### config.mk
export PLATFORM = sky130hd
export DESIGN_NAME = i2c_rtc_register_snooper
export DESIGN_NICKNAME = d
export VERILOG_FILES = /design/src/hdl/i2crtc_pkg.sv /design/src/hdl/i2crtc_ingress.sv /design/src/hdl/i2crtc_field.sv /design/src/hdl/i2crtc_core.sv /design/src/hdl/i2crtc_egress.sv /design/src/hdl/i2c_rtc_register_snooper.sv
export SDC_FILE = /design/constraint.sdc
export NUM_CORES = 1
export LEC_CHECK = 0
export BUFFER_PORTS_ARGS = -buffer_cell sky130_fd_sc_hd__buf_2
export CAP_MARGIN = 10
export CORE_ASPECT_RATIO = 1.75
export CORE_MARGIN = 2
export CORE_UTILIZATION = 51
export CTS_BUF_LIST = sky130_fd_sc_hd__clkbuf_16
export CTS_CLUSTER_SIZE = 20
export DETAILED_ROUTE_END_ITERATION = 8
export PLACE_DENSITY = 0.69
export REMOVE_ABC_BUFFERS = 1
export SYNTH_ARGS = -nofsm -noshare
export SYNTH_HDL_FRONTEND = slang
export SYNTH_HIERARCHICAL = 1
export SYNTH_SLANG_ARGS = --single-unit
export TNS_END_PERCENT = 10
### constraint.sdc
create_clock -name clk -period 21.7 [get_ports clk]
set_input_delay 2.17 -clock clk [delete_from_list [all_inputs] [get_ports clk]]
set_output_delay 2.17 -clock clk [all_outputs]
set_load 0.01 [all_outputs]
### src/hdl/i2crtc_pkg.sv
`default_nettype none

package i2crtc_pkg;

  // bus event codes
  localparam logic [2:0] OP_START    = 3'd0;
  localparam logic [2:0] OP_STOP     = 3'd1;
  localparam logic [2:0] OP_ADDR_WR  = 3'd2;
  localparam logic [2:0] OP_ADDR_RD  = 3'd3;
  localparam logic [2:0] OP_DATA_WR  = 3'd4;
  localparam logic [2:0] OP_DATA_RD  = 3'd5;
  localparam logic [2:0] OP_ACK      = 3'd6;
  localparam logic [2:0] OP_NACK     = 3'd7;

  // record kinds
  localparam logic [3:0] REC_SELECT    = 4'd0;
  localparam logic [3:0] REC_FIELD     = 4'd1;
  localparam logic [3:0] REC_DT_WR     = 4'd2;
  localparam logic [3:0] REC_DT_RD     = 4'd3;
  localparam logic [3:0] REC_AL1_WR    = 4'd4;
  localparam logic [3:0] REC_AL1_RD    = 4'd5;
  localparam logic [3:0] REC_AL2_WR    = 4'd6;
  localparam logic [3:0] REC_AL2_RD    = 4'd7;
  localparam logic [3:0] REC_TEMP_INT  = 4'd8;
  localparam logic [3:0] REC_TEMP_FRAC = 4'd9;

  // clock chip register map
  localparam logic [7:0] REG_SECONDS  = 8'd0;
  localparam logic [7:0] REG_MINUTES  = 8'd1;
  localparam logic [7:0] REG_HOURS    = 8'd2;
  localparam logic [7:0] REG_DAY      = 8'd3;
  localparam logic [7:0] REG_DATE     = 8'd4;
  localparam logic [7:0] REG_MONTH    = 8'd5;
  localparam logic [7:0] REG_YEAR     = 8'd6;
  localparam logic [7:0] REG_A1_SEC   = 8'd7;
  localparam logic [7:0] REG_A1_MIN   = 8'd8;
  localparam logic [7:0] REG_A1_HOUR  = 8'd9;
  localparam logic [7:0] REG_A1_DAY   = 8'd10;
  localparam logic [7:0] REG_A2_MIN   = 8'd11;
  localparam logic [7:0] REG_A2_HOUR  = 8'd12;
  localparam logic [7:0] REG_A2_DAY   = 8'd13;
  localparam logic [7:0] REG_CONTROL  = 8'd14;
  localparam logic [7:0] REG_STATUS   = 8'd15;
  localparam logic [7:0] REG_AGING    = 8'd16;
  localparam logic [7:0] REG_TEMP_MSB = 8'd17;
  localparam logic [7:0] REG_TEMP_LSB = 8'd18;

  // configuration register indexes
  localparam logic CFG_DAY_OFFSET = 1'b0;
  localparam logic CFG_DEV_ADDR   = 1'b1;

  localparam logic [6:0]  DEV_ADDR_RST = 7'h68;
  localparam logic [12:0] YEAR_BASE    = 13'd2000;

  // result tdata layout
  localparam int OFS_REG   = 0;
  localparam int OFS_DVAL  = 8;
  localparam int OFS_FLAGS = 17;
  localparam int OFS_SEC   = 25;
  localparam int OFS_MIN   = 33;
  localparam int OFS_HOUR  = 41;
  localparam int OFS_WDAY  = 48;
  localparam int OFS_DOM   = 51;
  localparam int OFS_MONTH = 58;
  localparam int OFS_YEAR  = 64;
  localparam int OFS_TEMP  = 77;
  localparam int OUT_USED_W = 93;
  localparam int OUT_DATA_W = 96;

  typedef struct packed {
    logic [2:0] op;
    logic [7:0] data_byte;
  } item_t;

  typedef struct packed {
    logic [3:0]         kind;
    logic [7:0]         reg_idx;
    logic signed [8:0]  dval;
    logic [7:0]         flags;
    logic signed [7:0]  seconds;
    logic signed [7:0]  minutes;
    logic signed [6:0]  hours;
    logic [2:0]         weekday;
    logic signed [6:0]  dom;
    logic signed [5:0]  month;
    logic signed [12:0] year;
    logic signed [15:0] temp;
  } rec_t;

  function automatic logic [7:0] bcd(input logic [7:0] b);
    return {1'b0, b[7:4], 3'b000} + {3'b000, b[7:4], 1'b0} + {4'b0000, b[3:0]};
  endfunction

  // 8 = 1 mod 7, so fold octal digits and fix up once
  function automatic logic [2:0] mod7(input logic [6:0] x);
    logic [4:0] s1;
    logic [3:0] s2;
    s1 = {1'b0, x[6:3]} + {2'b00, x[2:0]};
    s2 = {2'b00, s1[4:3]} + {1'b0, s1[2:0]};
    if (s2 >= 4'd7) s2 = s2 - 4'd7;
    return s2[2:0];
  endfunction

  function automatic logic [2:0] wday(input logic [5:0] n, input logic [2:0] off);
    return mod7({1'b0, n} + {4'b0000, off});
  endfunction

endpackage

`default_nettype wire

### src/hdl/i2crtc_ingress.sv
`default_nettype none

module i2crtc_ingress
  import i2crtc_pkg::*;
(
  input  wire logic  clk,
  input  wire logic  rst_n,
  input  wire logic  in_valid,
  output logic       in_ready,
  input  wire item_t in_item,
  input  wire logic  eg_ready,
  output logic       item_valid,
  output item_t      item
);

  logic  valid_r, valid_nxt;
  item_t item_r;
  logic  take;

  assign in_ready   = !valid_r || eg_ready;
  assign take       = in_valid && in_ready;
  assign item_valid = valid_r && eg_ready;
  assign item       = item_r;
  assign valid_nxt  = take || (valid_r && !eg_ready);

  always_ff @(posedge clk) begin
    if (!rst_n) begin
      valid_r <= 1'b0;
    end else begin
      valid_r <= valid_nxt;
    end
  end

  always_ff @(posedge clk) begin
    if (take) begin
      item_r <= in_item;
    end
  end

endmodule

`default_nettype wire

### src/hdl/i2crtc_field.sv
`default_nettype none

module i2crtc_field
  import i2crtc_pkg::*;
(
  input  wire logic [7:0] reg_idx,
  input  wire logic [7:0] b,
  input  wire logic [2:0] day_off,
  output logic signed [8:0] val,
  output logic [7:0]        flags
);

  always_comb begin
    val   = '0;
    flags = '0;
    unique case (reg_idx)
      REG_SECONDS, REG_MINUTES, REG_A1_SEC, REG_A1_MIN, REG_A2_MIN: begin
        val   = {1'b0, bcd(b & 8'h7f)};
        flags = b & 8'h80;
      end
      REG_HOURS, REG_A1_HOUR, REG_A2_HOUR: begin
        if (b[6]) begin
          // 12h mode
          val   = {1'b0, bcd(b & 8'h1f)};
          flags = b & 8'he0;
        end else begin
          val   = {1'b0, bcd(b & 8'h3f)};
          flags = b & 8'hc0;
        end
      end
      REG_DAY: begin
        val   = (b[2:0] == 3'd0) ? '1 : {6'd0, wday({3'd0, b[2:0]}, day_off)};
        flags = b & 8'hf8;
      end
      REG_DATE: begin
        val   = {1'b0, bcd(b & 8'h3f)};
        flags = b & 8'hc0;
      end
      REG_MONTH: begin
        val   = {1'b0, bcd(b & 8'h1f)};
        flags = b & 8'he0;
      end
      REG_YEAR: begin
        val = {1'b0, bcd(b)};
      end
      REG_A1_DAY, REG_A2_DAY: begin
        flags = b & 8'hc0;
        val   = b[6] ? {6'd0, wday(b[5:0], day_off)} : {1'b0, bcd(b & 8'h3f)};
      end
      REG_CONTROL, REG_STATUS: begin
        flags = b;
      end
      REG_AGING, REG_TEMP_MSB: begin
        val = {b[7], b};
      end
      REG_TEMP_LSB: begin
        val = {1'b0, b};
      end
      default: begin
        val   = '0;
        flags = '0;
      end
    endcase
  end

endmodule

`default_nettype wire

### src/hdl/i2crtc_core.sv
`default_nettype none

module i2crtc_core
  import i2crtc_pkg::*;
(
  input  wire logic       clk,
  input  wire logic       rst_n,
  input  wire logic       cfg_we,
  input  wire logic       cfg_index,
  input  wire logic [6:0] cfg_wdata,
  input  wire logic       item_valid,
  input  wire item_t      item,
  output logic            res_valid,
  output rec_t            res
);

  localparam logic [2:0] PH_IDLE  = 3'd0;
  localparam logic [2:0] PH_ADDR  = 3'd1;
  localparam logic [2:0] PH_SEL   = 3'd2;
  localparam logic [2:0] PH_WRITE = 3'd3;
  localparam logic [2:0] PH_READ  = 3'd4;

  logic [2:0] day_off_r;
  logic [6:0] dev_r;

  logic [2:0] phase_r, phase_nxt;
  logic [7:0] ptr_r, ptr_nxt;
  logic       blk_r, blk_nxt;

  logic [6:0] ts_set_r, ts_set_nxt;
  logic [7:0] ts_val_r [7];
  logic [7:0] ts_val_nxt [7];
  logic [7:0] tint_r, tint_nxt;
  logic [7:0] tfrac_r, tfrac_nxt;

  logic       as_v_r, as_v_nxt, as_ign_r, as_ign_nxt;
  logic [6:0] as_val_r, as_val_nxt;
  logic       am_v_r, am_v_nxt, am_ign_r, am_ign_nxt;
  logic [6:0] am_val_r, am_val_nxt;
  logic       ah_v_r, ah_v_nxt, ah_12_r, ah_12_nxt, ah_pm_r, ah_pm_nxt;
  logic [5:0] ah_val_r, ah_val_nxt;
  logic       ad_v_r, ad_v_nxt, ad_ign_r, ad_ign_nxt, ad_dm_r, ad_dm_nxt;
  logic [5:0] ad_val_r, ad_val_nxt;

  logic [2:0]        op;
  logic [7:0]        b;
  logic signed [8:0] fval;
  logic [7:0]        fflags;
  logic              data_en;
  rec_t              base_rec, dt_rec, al_rec, tmp_rec;

  assign op = item.op;
  assign b  = item.data_byte;

  i2crtc_field u_field (
    .reg_idx (ptr_r),
    .b       (b),
    .day_off (day_off_r),
    .val     (fval),
    .flags   (fflags)
  );

  // record templates built from the shadows
  always_comb begin
    base_rec         = '0;
    base_rec.reg_idx = ptr_r;

    dt_rec         = base_rec;
    dt_rec.seconds = ts_set_r[0] ? $signed(ts_val_r[0]) : '1;
    dt_rec.minutes = ts_set_r[1] ? $signed(ts_val_r[1]) : '1;
    dt_rec.hours   = ts_set_r[2] ? $signed(ts_val_r[2][6:0]) : '1;
    dt_rec.weekday = wday(ts_val_r[3][5:0], day_off_r);
    dt_rec.dom     = ts_set_r[4] ? $signed(ts_val_r[4][6:0]) : '1;
    dt_rec.month   = ts_set_r[5] ? $signed(ts_val_r[5][5:0]) : '1;
    dt_rec.year    = ts_set_r[6] ? $signed({5'd0, ts_val_r[6]} + YEAR_BASE) : '1;

    // alarm 1 form; alarm 2 drops the seconds part
    al_rec         = base_rec;
    al_rec.flags   = {2'b00, ah_pm_r, ah_12_r, ad_dm_r, ad_ign_r, am_ign_r, as_ign_r};
    al_rec.seconds = as_v_r ? $signed({1'b0, as_val_r}) : '1;
    al_rec.minutes = am_v_r ? $signed({1'b0, am_val_r}) : '1;
    al_rec.hours   = ah_v_r ? $signed({1'b0, ah_val_r}) : '1;
    if (ad_v_r && ad_dm_r) begin
      al_rec.weekday = ad_val_r[2:0];
      al_rec.dom     = '1;
    end else begin
      al_rec.dom = ad_v_r ? $signed({1'b0, ad_val_r}) : '1;
    end

    tmp_rec      = base_rec;
    tmp_rec.temp = $signed({tint_r, 8'h00});
    tmp_rec.dval = $signed({tint_r[7], tint_r});
  end

  always_comb begin
    phase_nxt  = phase_r;
    ptr_nxt    = ptr_r;
    blk_nxt    = blk_r;
    ts_set_nxt = ts_set_r;
    ts_val_nxt = ts_val_r;
    tint_nxt   = tint_r;
    tfrac_nxt  = tfrac_r;
    as_v_nxt   = as_v_r;   as_ign_nxt = as_ign_r; as_val_nxt = as_val_r;
    am_v_nxt   = am_v_r;   am_ign_nxt = am_ign_r; am_val_nxt = am_val_r;
    ah_v_nxt   = ah_v_r;   ah_12_nxt  = ah_12_r;  ah_pm_nxt  = ah_pm_r;
    ah_val_nxt = ah_val_r;
    ad_v_nxt   = ad_v_r;   ad_ign_nxt = ad_ign_r; ad_dm_nxt  = ad_dm_r;
    ad_val_nxt = ad_val_r;
    data_en    = 1'b0;
    res_valid  = 1'b0;
    res        = base_rec;

    if (item_valid) begin
      priority if (op == OP_STOP) begin
        phase_nxt = PH_IDLE;
        blk_nxt   = 1'b0;
      end else if (op == OP_START) begin
        phase_nxt = PH_ADDR;
      end else begin
        unique case (phase_r)
          PH_ADDR: begin
            priority if (b != {1'b0, dev_r}) phase_nxt = PH_IDLE;
            else if (op == OP_ADDR_WR) phase_nxt = PH_SEL;
            else if (op == OP_ADDR_RD) phase_nxt = PH_READ;
            else phase_nxt = PH_ADDR;
          end
          PH_SEL: begin
            if (op == OP_DATA_WR) begin
              ptr_nxt       = b;
              phase_nxt     = PH_WRITE;
              res_valid     = 1'b1;
              res.kind      = REC_SELECT;
              res.reg_idx   = b;
            end else if (op == OP_NACK) begin
              phase_nxt = PH_IDLE;
            end
          end
          PH_WRITE: begin
            if (op == OP_DATA_WR) begin
              if (ptr_r == REG_SECONDS || ptr_r == REG_A1_SEC || ptr_r == REG_A2_MIN)
                blk_nxt = 1'b1;
              data_en = 1'b1;
            end else if (op == OP_ACK && blk_r) begin
              priority if (ptr_r == REG_A1_SEC && ts_set_r[3] && ts_val_r[3] != 8'd0) begin
                res_valid = 1'b1;
                res       = dt_rec;
                res.kind  = REC_DT_WR;
              end else if (ptr_r == REG_A2_MIN) begin
                res_valid = 1'b1;
                res       = al_rec;
                res.kind  = REC_AL1_WR;
              end else if (ptr_r == REG_CONTROL) begin
                res_valid      = 1'b1;
                res            = al_rec;
                res.kind       = REC_AL2_WR;
                res.seconds    = '0;
                res.flags[0]   = 1'b0;
              end
            end
          end
          PH_READ: begin
            if (op == OP_DATA_RD) begin
              if (ptr_r == REG_SECONDS || ptr_r == REG_A1_SEC || ptr_r == REG_A2_MIN ||
                  ptr_r == REG_TEMP_MSB)
                blk_nxt = 1'b1;
              data_en = 1'b1;
            end else if (op == OP_NACK && blk_r) begin
              priority if (ptr_r == REG_A1_SEC && ts_set_r[3] && ts_val_r[3] != 8'd0) begin
                res_valid = 1'b1;
                res       = dt_rec;
                res.kind  = REC_DT_RD;
              end else if (ptr_r == REG_A2_MIN) begin
                res_valid = 1'b1;
                res       = al_rec;
                res.kind  = REC_AL1_RD;
              end else if (ptr_r == REG_CONTROL) begin
                res_valid    = 1'b1;
                res          = al_rec;
                res.kind     = REC_AL2_RD;
                res.seconds  = '0;
                res.flags[0] = 1'b0;
              end else if (ptr_r == REG_TEMP_LSB) begin
                res_valid = 1'b1;
                res       = tmp_rec;
                res.kind  = REC_TEMP_INT;
              end else if (ptr_r == REG_SECONDS) begin
                res_valid = 1'b1;
                res       = tmp_rec;
                res.kind  = REC_TEMP_FRAC;
                res.dval  = $signed({1'b0, tfrac_r});
                res.temp  = $signed({tint_r, tfrac_r});
              end
            end
          end
          default: begin
            phase_nxt = phase_r;
          end
        endcase
      end
    end

    // data byte: decode into shadows and advance the pointer; a byte past the map only resets it
    if (data_en) begin
      if (ptr_r > REG_TEMP_LSB) begin
        ptr_nxt = '0;
      end else begin
        res_valid   = 1'b1;
        res         = base_rec;
        res.kind    = REC_FIELD;
        res.dval    = fval;
        res.flags   = fflags;
        ptr_nxt     = (ptr_r == REG_TEMP_LSB) ? 8'd0 : ptr_r + 8'd1;
        if (ptr_r <= REG_YEAR) begin
          ts_set_nxt[ptr_r[2:0]] = 1'b1;
          ts_val_nxt[ptr_r[2:0]] = (ptr_r == REG_DAY) ? {5'd0, b[2:0]} : fval[7:0];
        end
        unique case (ptr_r)
          REG_A1_SEC: begin
            as_v_nxt   = 1'b1;
            as_ign_nxt = b[7];
            as_val_nxt = fval[6:0];
          end
          REG_A1_MIN, REG_A2_MIN: begin
            am_v_nxt   = 1'b1;
            am_ign_nxt = b[7];
            am_val_nxt = fval[6:0];
          end
          REG_A1_HOUR, REG_A2_HOUR: begin
            if (b[6]) begin
              if (!b[7]) begin
                ah_v_nxt   = 1'b1;
                ah_val_nxt = fval[5:0];
                ah_12_nxt  = 1'b1;
                ah_pm_nxt  = b[5];
              end
            end else begin
              // 24h mode clears 12h and pm even when the hour is ignored
              ah_12_nxt = 1'b0;
              ah_pm_nxt = 1'b0;
              if (!b[7]) begin
                ah_v_nxt   = 1'b1;
                ah_val_nxt = fval[5:0];
              end
            end
          end
          REG_A1_DAY, REG_A2_DAY: begin
            ad_dm_nxt  = b[6];
            ad_v_nxt   = 1'b1;
            ad_ign_nxt = b[7];
            ad_val_nxt = fval[5:0];
          end
          REG_TEMP_MSB: tint_nxt  = b;
          REG_TEMP_LSB: tfrac_nxt = b;
          default: ;
        endcase
      end
    end
  end

  always_ff @(posedge clk) begin
    if (!rst_n) begin
      day_off_r <= '0;
      dev_r     <= DEV_ADDR_RST;
      phase_r   <= PH_IDLE;
      ptr_r     <= '0;
      blk_r     <= 1'b0;
      ts_set_r  <= '0;
      tint_r    <= '0;
      tfrac_r   <= '0;
      as_v_r    <= 1'b0;
      as_ign_r  <= 1'b0;
      am_v_r    <= 1'b0;
      am_ign_r  <= 1'b0;
      ah_v_r    <= 1'b0;
      ah_12_r   <= 1'b0;
      ah_pm_r   <= 1'b0;
      ad_v_r    <= 1'b0;
      ad_ign_r  <= 1'b0;
      ad_dm_r   <= 1'b0;
    end else begin
      if (cfg_we && cfg_index == CFG_DAY_OFFSET) day_off_r <= cfg_wdata[2:0];
      if (cfg_we && cfg_index == CFG_DEV_ADDR)   dev_r     <= cfg_wdata;
      phase_r  <= phase_nxt;
      ptr_r    <= ptr_nxt;
      blk_r    <= blk_nxt;
      ts_set_r <= ts_set_nxt;
      tint_r   <= tint_nxt;
      tfrac_r  <= tfrac_nxt;
      as_v_r   <= as_v_nxt;
      as_ign_r <= as_ign_nxt;
      am_v_r   <= am_v_nxt;
      am_ign_r <= am_ign_nxt;
      ah_v_r   <= ah_v_nxt;
      ah_12_r  <= ah_12_nxt;
      ah_pm_r  <= ah_pm_nxt;
      ad_v_r   <= ad_v_nxt;
      ad_ign_r <= ad_ign_nxt;
      ad_dm_r  <= ad_dm_nxt;
    end
  end

  // shadow values, qualified by their set/valid bits
  always_ff @(posedge clk) begin
    ts_val_r <= ts_val_nxt;
    as_val_r <= as_val_nxt;
    am_val_r <= am_val_nxt;
    ah_val_r <= ah_val_nxt;
    ad_val_r <= ad_val_nxt;
  end

endmodule

`default_nettype wire

### src/hdl/i2crtc_egress.sv
`default_nettype none

module i2crtc_egress
  import i2crtc_pkg::*;
(
  input  wire logic clk,
  input  wire logic rst_n,
  input  wire logic push_valid,
  input  wire rec_t push_rec,
  output logic      ready,
  output logic      out_valid,
  output rec_t      out_rec,
  input  wire logic out_ready
);

  logic head_v_r, head_v_nxt;
  logic skid_v_r, skid_v_nxt;
  rec_t head_r, skid_r;
  logic head_free;
  logic push;

  assign ready     = !skid_v_r;
  assign push      = push_valid && !skid_v_r;
  assign head_free = !head_v_r || out_ready;
  assign out_valid = head_v_r;
  assign out_rec   = head_r;

  always_comb begin
    head_v_nxt = head_v_r;
    skid_v_nxt = skid_v_r;
    if (head_free) begin
      head_v_nxt = skid_v_r || push;
      skid_v_nxt = 1'b0;
    end else if (push) begin
      skid_v_nxt = 1'b1;
    end
  end

  always_ff @(posedge clk) begin
    if (!rst_n) begin
      head_v_r <= 1'b0;
      skid_v_r <= 1'b0;
    end else begin
      head_v_r <= head_v_nxt;
      skid_v_r <= skid_v_nxt;
    end
  end

  always_ff @(posedge clk) begin
    if (head_free) begin
      head_r <= skid_v_r ? skid_r : push_rec;
    end
    if (push && !head_free) begin
      skid_r <= push_rec;
    end
  end

endmodule

`default_nettype wire

### src/hdl/i2c_rtc_register_snooper.sv
// channel   dir  handshake             payload
// in_       in   in_tvalid/in_tready   tdata: data_byte; tuser: opcode
// out_      out  out_tvalid/out_tready tdata: record fields; tuser: record_kind
// cfg_      in   cfg_we                cfg_index, cfg_wdata
//
// one bus event per cycle sustained while the output stage has room; a result is
// held in the input register, then decoded into the result register
// events that give no result are absorbed with no output
// rst_n is synchronous: phase idle, pointer 0, shadows unset, config to reset
// a two-entry output stage holds results while out_tready is low; in_tready
// drops only once both entries are full
`default_nettype none

module i2c_rtc_register_snooper
  import i2crtc_pkg::*;
(
  input  wire logic                  clk,
  input  wire logic                  rst_n,
  // configuration write port
  input  wire logic                  cfg_we,
  input  wire logic                  cfg_index,
  input  wire logic [6:0]            cfg_wdata,
  // bus event stream
  input  wire logic                  in_tvalid,
  output logic                       in_tready,
  input  wire logic [7:0]            in_tdata,   // data_byte
  input  wire logic [2:0]            in_tuser,   // opcode
  // record stream
  output logic                       out_tvalid,
  input  wire logic                  out_tready,
  // register_index, decoded_value, field_flags, seconds, minutes, hours,
  // weekday, day_of_month, month, year, temperature_q8, zero pad
  output logic [OUT_DATA_W-1:0]      out_tdata,
  output logic [3:0]                 out_tuser   // record_kind
);

  item_t in_item, item;
  logic  item_valid;
  logic  eg_ready;
  logic  res_valid;
  rec_t  res, out_rec;

  assign in_item.op        = in_tuser;
  assign in_item.data_byte = in_tdata;

  // input register stage
  i2crtc_ingress u_ingress (
    .clk        (clk),
    .rst_n      (rst_n),
    .in_valid   (in_tvalid),
    .in_ready   (in_tready),
    .in_item    (in_item),
    .eg_ready   (eg_ready),
    .item_valid (item_valid),
    .item       (item)
  );

  // phase tracking, pointer, shadows and record build
  i2crtc_core u_core (
    .clk        (clk),
    .rst_n      (rst_n),
    .cfg_we     (cfg_we),
    .cfg_index  (cfg_index),
    .cfg_wdata  (cfg_wdata),
    .item_valid (item_valid),
    .item       (item),
    .res_valid  (res_valid),
    .res        (res)
  );

  // result register with skid entry
  i2crtc_egress u_egress (
    .clk        (clk),
    .rst_n      (rst_n),
    .push_valid (res_valid),
    .push_rec   (res),
    .ready      (eg_ready),
    .out_valid  (out_tvalid),
    .out_rec    (out_rec),
    .out_ready  (out_tready)
  );

  assign out_tuser = out_rec.kind;
  assign out_tdata = {{(OUT_DATA_W - OUT_USED_W){1'b0}},
                      out_rec.temp, out_rec.year, out_rec.month, out_rec.dom,
                      out_rec.weekday, out_rec.hours, out_rec.minutes,
                      out_rec.seconds, out_rec.flags, out_rec.dval, out_rec.reg_idx};

endmodule

`default_nettype wire

==> qor.csv, run 1 <==
stage,metric,value,unit
finish,seqCellArea,9660,sq um
power_and_ir_drop,cellLeakagePower,6.97,nW
cts,post-cts-setup-buffers,0,
yosys,synth_common_cells,"edfxtp_1 (283), mux2_2 (107), a21oi_1 (87), o21ai_0 (80), nand2_1 (78)",
cts,numClockSinks,341,
grt,grt_pass1_vias,10312,
worst_setup_path,cp_cell_sequence,"inv_1, fa_1, nor2b_1, o21ai_0, xnor2_1, ha_1, a21o_1, a21oi_1, xor2_1, ha_1, fa_1, ha_1, inv_1, o22ai_2, mux2i_1, a211o_1, o211ai_1, nand2_1, o21ai_0, mux2_2",
route,vias_per_cell,5.83,
timing,hold_violations,0,
power_and_ir_drop,pwr-share-clk,0.399,
grt,grt_max_degree,68,
yosys,ys.flop_type,edfxtp_1,
timing,tns,0,ns
power_and_ir_drop,seqPwrFrac,0.534,
die,die_w,139,um
finish,filler_cell_count,2517,
timing,setup_viol,0,
yosys,yosysTopAreaCellShare,0.525,
placed_design,dp_cells,1739,
die,pin_count,126,
route,drc,0,
finish,fin_nets,1447,
worst_setup_path,crit_arrival,5.73,ns
power_and_ir_drop,switching_share,0.222,
placed_design,place_hpwl,25600,um
grt,grt-ovfl-total,0,
placed_design,place_ws,16.38,ns
timing,rsz0062_at_grt,no,
cts,cts_tree,yes,
timing,maxClockFrequency,185,MHz
finish,drive_gt1_frac,0.234,
yosys,seq_area_frac_synth,0.597,
die,dieHeight,240,um
timing,worstMarginPinSlew,1.13,ns
cts,numCtsBuffers,30,
route,dr.first_iter.drc_count,807,
yosys,syn_inst,1261,
cts,htreeDepth,1,
timing,relSlewSlack,0.249,
cts,insertion_delay,0.58,ns
yosys,synth-edff-count,283,
worst_setup_path,cp_slowest_cell,edfxtp_1,
worst_setup_path,cp_max_fo,11,
yosys,ys_types,87,
yosys,ys_seq_elements,341,
cts,cts_hold_buf,0,
timing,setup_ws,16.30,ns
finish,multi_input_area,5930,sq um
power_and_ir_drop,pwr-share-comb,0.067,
route,via_count,10464,
yosys,synthArstFlopShare,0,
worst_setup_path,crit_top_cell,ha_1,
worst_setup_path,worst_ep_required_time,22.03,ns
yosys,synth_top_cell_by_area,edfxtp_1,
yosys,syn_avg_cell_area,12.8,sq um
worst_setup_path,cp-end-kind,flop,
grt,antenna_found_initial,1,
route,wl_per_cell,20.5,um
finish,num_antenna_cells,0,
worst_setup_path,cp-start-kind,flop,
cts,path_clk_slew,0.07,ns
timing,period_needed,5.40,ns
cts,cts_resized,0,
power_and_ir_drop,power.total,1.33,mW
die,die-area,33200,sq um
run_status,outcome,"finished, final reports clean",
power_and_ir_drop,peakVddDrop,0.0000605,V
timing,slew_viol_final,0,
job,drv_cap,0,
timing,fin_skew,0.0284,ns
die,initial_utilization,0.517,
die,std_cell_rows,86,
route,dr.pass1.iters,5,
yosys,synth.top_cells.by_area,"edfxtp_1 (53%), mux2_2 (7.5%), dfxtp_1 (7.2%)",
placed_design,io_buffers,122,
grt,grt_first_pass_wirelength,57600,um
yosys,yosys_warnings,6,
route,wirelength,36900,um
cts,cts-root-buf,clkbuf_16,
worst_setup_path,worstSetupPathType,flop to flop,
power_and_ir_drop,switchingPower,295,uW
finish,stdcell_count,1795,
worst_hold_path,hold_path_class,flop to flop,
grt,grt_usage,0.220,
finish,area_delta_synth_final,11.7,%
power_and_ir_drop,internal_power,1.03,mW
route,ant_nets,0,
yosys,yosys.cell_count.top_type,edfxtp_1,
placed_design,gp_congestion,0.894,
yosys,netlist_area,16200,sq um
cts,clk_path_buf_depth,3,
worst_setup_path,slowest_delay,0.73,ns
timing,fin_crit_sh,0.249,
power_and_ir_drop,cellPowerDensity,73.6,nW/um^2
die,fp.coreArea,31300,sq um
sequential cells by signal, indices dropped and copies added (netlist names), 3 cells and up:
name / flops
u_core/ad_val_r: 6
u_core/tfrac_r: 8
u_core/as_val_r: 7
u_core/dev_r: 7
u_egress/skid_r: 97
u_core/ah_val_r: 6
u_core/day_off_r: 3
u_core/am_val_r: 7
u_core/ptr_r: 8
u_core/ts_set_r: 7
u_ingress/item: 11
u_core/ts_val_r: 52
u_core/tint_r: 8
u_core/phase_r: 3
u_egress/out_rec: 97
power by group through the flow:
stage,registers [mW],clock network (mW),logic [mW]
after detailed placement,0.725,0,0.0866
after floorplan,0.726,0,0.0550
final,0.711,0.530,0.0887
after global placement,0.725,0,0.0853
after global routing,0.710,0.566,0.0957
after CTS,0.710,0.544,0.0869
metal layers:
layer  vias up  wire length (um)  GRT usage
met5         -                11          0
met4         2              1150     0.0805
met3        76              1730     0.0246
met2       391             19900      0.414
met1      5069             14100      0.258
li1       4926                 -          -
cells in the final DEF (no fill, tap or decap), drive strengths merged, types with 15 or more instances in the layout:
| cell type | Yosys | final |
|---|---|---|
| a21boi | 16 | 16 |
| a21oi | 87 | 87 |
| and2 | 25 | 25 |
| buf | 27 | 148 |
| clkbuf | 41 | 30 |
| dfxtp | 58 | 58 |
| edfxtp | 283 | 283 |
| ha | 39 | 39 |
| inv | 52 | 62 |
| mux2 | 107 | 107 |
| mux2i | 20 | 20 |
| nand2 | 79 | 79 |
| nand2b | 16 | 16 |
| nand3 | 24 | 24 |
| nor2 | 48 | 48 |
| nor2b | 35 | 35 |
| nor3 | 21 | 21 |
| o21a | 15 | 15 |
| o21ai | 82 | 82 |
| xnor2 | 17 | 17 |
| xor2 | 15 | 15 |
worst max-delay path, delay by kind of cell, from the launching register on:
kind	cells	cell delay, ns
DFF	1	0.73
adders and majority gates	5	1.78
and+or+nand+nor	2	0.30
AOI/OAI and AO/OA	7	1.22
buffers and inverters	2	0.25
xor gates and xnor gates	2	0.37
muxes	2	0.49
area by class of cell:
cell class,instances,share of cell area
clock buffer,30,0.0415
clock inverter,26,0.0130
inverter,52,0.0108
multi-input combinational,802,0.328
sequential,341,0.535
tap,396,0.0274
timing repair buffer,148,0.0446
worst paths after layout:
check                          from              endpoint  slack, ns  cells after the start
hold / removal      u_core/ad_ign_r       u_core/ad_ign_r       0.47                      2
hold reg to reg     u_core/ad_ign_r       u_core/ad_ign_r       0.47                      2
setup reg to reg  u_ingress/item[1]  u_egress/out_rec[77]      16.30                     20
setup / recovery  u_ingress/item[1]  u_egress/out_rec[77]      16.30                     20
per-stage QoR:
stage	instance area (sq um)	hold WS [ns]	util
final	18100	0.466	0.577
after global routing	18100	0.478	0.577
after CTS	18100	0.467	0.577
after detailed placement	17100	0.451	0.546
after global placement	17100	0.446	0.546
after floorplan	15800	0.434	-
cells by family after synthesis:
kind of cell,synth area share
other,0.000232
buffers and inverters,0.0379
AND/OR/NAND/NOR,0.105
multiplexers,0.0869
flip-flops,0.597
XOR/XNOR,0.0216
AO/OA/AOI/OAI,0.110
adder cells (fa/ha/maj),0.0413
No activity file was read; power rests on OpenSTA's default activity.
==> run 2, diff against run 1 <==
ABC_AREA = 1   (was default)
clock period = 5.4 ns   (was 21.7 ns; I/O delays follow)
==> run 2 against run 1 <==
Effect of this change:
- register-to-register slack got worse by 16 ns
- utilization rose by 0.50 points
- global-route usage rose by 3.0 points
- highest routed layer is now met4
==> qor.csv, run 2 <==
stage,metric,value,unit,change
grt,antenna_found_initial,0,,-1
finish,mostFrequentLayoutCell,nand2_1,,
timing,fin_crit_sh,0.876,,+0.627
yosys,synth-edff-count,283,,unchanged
cts,post-cts-setup-buffers,0,,unchanged
worst_setup_path,cp_max_fo,5,,-6
finish,final_cell_mix,"nand2_1 (536), edfxtp_1 (283), inv_1 (155), nor2_1 (129), buf_2 (122)",,
timing,rsz0062_at_grt,no,,
finish,drive_gt1_frac,0.138,,-0.0963
yosys,ys.flop_type,edfxtp_1,,
route,wirelength,42400,um,+15%
cts,cts_tree,yes,,
cts,cts_resized,0,,unchanged
worst_hold_path,whs_path_depth,1,,-1
worst_setup_path,worstSetupPathType,flop to flop,,
cts,cts_hold_buf,0,,unchanged
yosys,netlist_area,16400,sq um,+1.3%
route,wl_per_cell,18.8,um,-8.5%
grt,grt_max_degree,65,,-4.4%
worst_setup_path,worst_r2r_path_depth,26,,+30%
finish,area_delta_synth_final,12.0,%,
job,drv_cap,0,,unchanged
cts,clk_path_buf_depth,3,,unchanged
yosys,synthArstFlopShare,0,,unchanged
die,dieHeight,241,um,+0.63%
worst_hold_path,min_to,u_ingress/item[6],,
route,via_count,12356,,+18%
timing,period_needed,4.73,ns,-0.671 ns
run_status,outcome,"finished, final reports clean",,
timing,worstMarginPinSlew,1.01,ns,-0.117 ns
timing,setup_ws,0.672,ns,-15.63 ns
worst_setup_path,r2r-end,u_egress/out_rec[76],,
worst_setup_path,r2r-start,u_core/day_off_r[0],,
placed_design,io_buffers,122,,unchanged
cts,cts-root-buf,clkbuf_16,,
yosys,ys_seq_elements,341,,unchanged
power_and_ir_drop,cellPowerDensity,302,nW/um^2,+310%
yosys,yosys_warnings,6,,unchanged
worst_setup_path,slowest_delay,0.57,ns,-0.16 ns
grt,grt_pass1_vias,12322,,+19%
route,vias_per_cell,5.48,,-6.0%
yosys,syn_avg_cell_area,9.57,sq um,-25%
worst_setup_path,crit_top_cell,nand2_1,,
finish,seqCellArea,9660,sq um,about the same
yosys,ys_types,53,,-39%
die,std_cell_rows,86,,unchanged
yosys,syn_inst,1712,,+36%
placed_design,place_hpwl,31000,um,+21%
timing,hold_slack,0.127,ns,-0.340 ns
grt,grt_usage,0.250,,+0.0298
timing,hold_violations,0,,unchanged
grt,grt_first_pass_wirelength,65400,um,+14%
timing,relSlewSlack,0.324,,+0.0748
timing,slew_viol_final,0,,unchanged
worst_setup_path,cp-end-kind,flop,,
finish,stdcell_count,2256,,+26%
placed_design,gp_congestion,0.946,,+5.8%
timing,fin_skew,0.0216,ns,-0.00678 ns
cts,insertion_delay,0.59,ns,about the same
placed_design,placed_cell_area,17300,sq um,+1.5%
worst_setup_path,r2r_slack,0.67,ns,-15.63 ns
die,die-area,33600,sq um,+1.3%
die,initial_utilization,0.520,,+0.00310
worst_hold_path,hold_path.startpoint,in_tdata[6],,
yosys,synth_common_cells,"nand2_1 (537), edfxtp_1 (283), inv_1 (147), nor2_1 (130), o21ai_0 (106)",,
worst_setup_path,worst_ep_required_time,5.73,ns,-16.30 ns
grt,grt-ovfl-total,0,,unchanged
power_and_ir_drop,cellLeakagePower,7.84,nW,+13%
placed_design,place_ws,0.739,ns,-15.64 ns
worst_hold_path,hold_path_class,primary input to flop,,
finish,fin_nets,1907,,+32%
worst_setup_path,worstSetupStartpoint,u_core/day_off_r[0],,
finish,num_antenna_cells,0,,unchanged
yosys,yosysTopAreaCellShare,0.519,,-0.00670
timing,setup_viol,0,,unchanged
finish,multi_input_area,5790,sq um,-2.3%
yosys,synth_top_cell_by_area,edfxtp_1,,
route,dr.pass1.iters,6,,+1
worst_setup_path,cp-start-kind,flop,,
yosys,seq_area_frac_synth,0.590,,-0.00762
route,drc,0,,unchanged
cts,numCtsBuffers,31,,+3.3%
die,fp.coreArea,31500,sq um,+0.69%
die,pin_count,126,,unchanged
power_and_ir_drop,peakVddDrop,0.000263,V,+340%
finish,filler_cell_count,2746,,+9.1%
finish,final_area,18400,sq um,+1.6%
route,dr.first_iter.drc_count,855,,+5.9%
cts,path_clk_slew,0.07,ns,about the same
cts,numClockSinks,341,,unchanged
cts,htreeDepth,1,,unchanged
worst_setup_path,crit_arrival,5.06,ns,-0.67 ns
placed_design,dp_cells,2198,,+26%
die,die_w,139,um,+0.62%
yosys,synth.top_cells.by_area,"edfxtp_1 (52%), nand2_1 (12%), dfxtp_1 (7.1%)",,
worst_setup_path,cp_slowest_cell,fa_1,,
timing,maxClockFrequency,211,MHz,+14%
yosys,yosys.cell_count.top_type,nand2_1,,
route,ant_nets,0,,unchanged
## run 2: stage by stage
step | power [mW] | setup TNS [ns] | util
floorplan | 3.24 | -219.04 | -
global placement | 3.39 | 0 | 0.550
detailed placement | 3.41 | 0 | 0.550
CTS | 5.59 | 0 | 0.582
global route | 5.73 | 0 | 0.582
finish | 5.55 | 0 | 0.582
## run 2: final cells by class
| cell class | count | area share |
|---|---|---|
| Sequential cell | 341 | 0.526 |
| Inverter | 165 | 0.0346 |
| Multi-Input combinational cell | 1154 | 0.315 |
| Clock buffer | 32 | 0.0436 |
| Tap cell | 396 | 0.0270 |
| Clock inverter | 26 | 0.0115 |
| Timing Repair Buffer | 142 | 0.0415 |
## run 2: routing by layer
metal	up-vias	routed length, um	track usage
met2	455	22700	0.477
met5	-	0	0
met1	5817	15000	0.266
li1	5969	-	-
met4	0	2580	0.142
met3	115	2070	0.0248
## run 2: worst max-delay path by stage
stage | cells after the start | slack (ns) | end
6_report | 26 | 0.67 | u_egress/out_rec[76]
5_1_grt | 25 | 0.32 | u_egress/out_rec[78]
4_1_cts | 24 | 0.71 | u_core/ts_val_r[50]
3_5_place_dp | 24 | 0.74 | u_core/ts_val_r[26]
3_3_place_gp | 25 | 0.86 | u_core/ts_val_r[32]
2_1_floorplan | 3 | -2.26 | u_egress/skid_r[0]
## run 2: cell families (layout without fill, tap and decap cells)
| family | Yosys count | in the layout | synth area share |
|---|---|---|---|
| other | 1 | 3 | 0.000229 |
| and+or+nand+nor | 850 | 850 | 0.221 |
| DFF | 341 | 341 | 0.590 |
| xor gates and xnor gates | 22 | 22 | 0.0118 |
| buffers and inverters | 219 | 365 | 0.0584 |
| adders and majority gates | 48 | 48 | 0.0408 |
| AOI/OAI and AO/OA | 231 | 231 | 0.0780 |
## run 2: critical path, delay by kind of cell, from the launching register on
| kind | cells | cell delay [ns] |
|---|---|---|
| xor gates and xnor gates | 3 | 0.38 |
| AOI/OAI and AO/OA | 3 | 0.51 |
| adders and majority gates | 6 | 1.83 |
| DFF | 1 | 0.42 |
| and+or+nand+nor | 10 | 0.98 |
| buffers and inverters | 4 | 0.35 |
## run 2: power breakdown
| part | switching, mW | internal [mW] |
|---|---|---|
| registers | 0.0217 | 2.86 |
| logic | 0.316 | 0.159 |
| clock network | 0.967 | 1.22 |
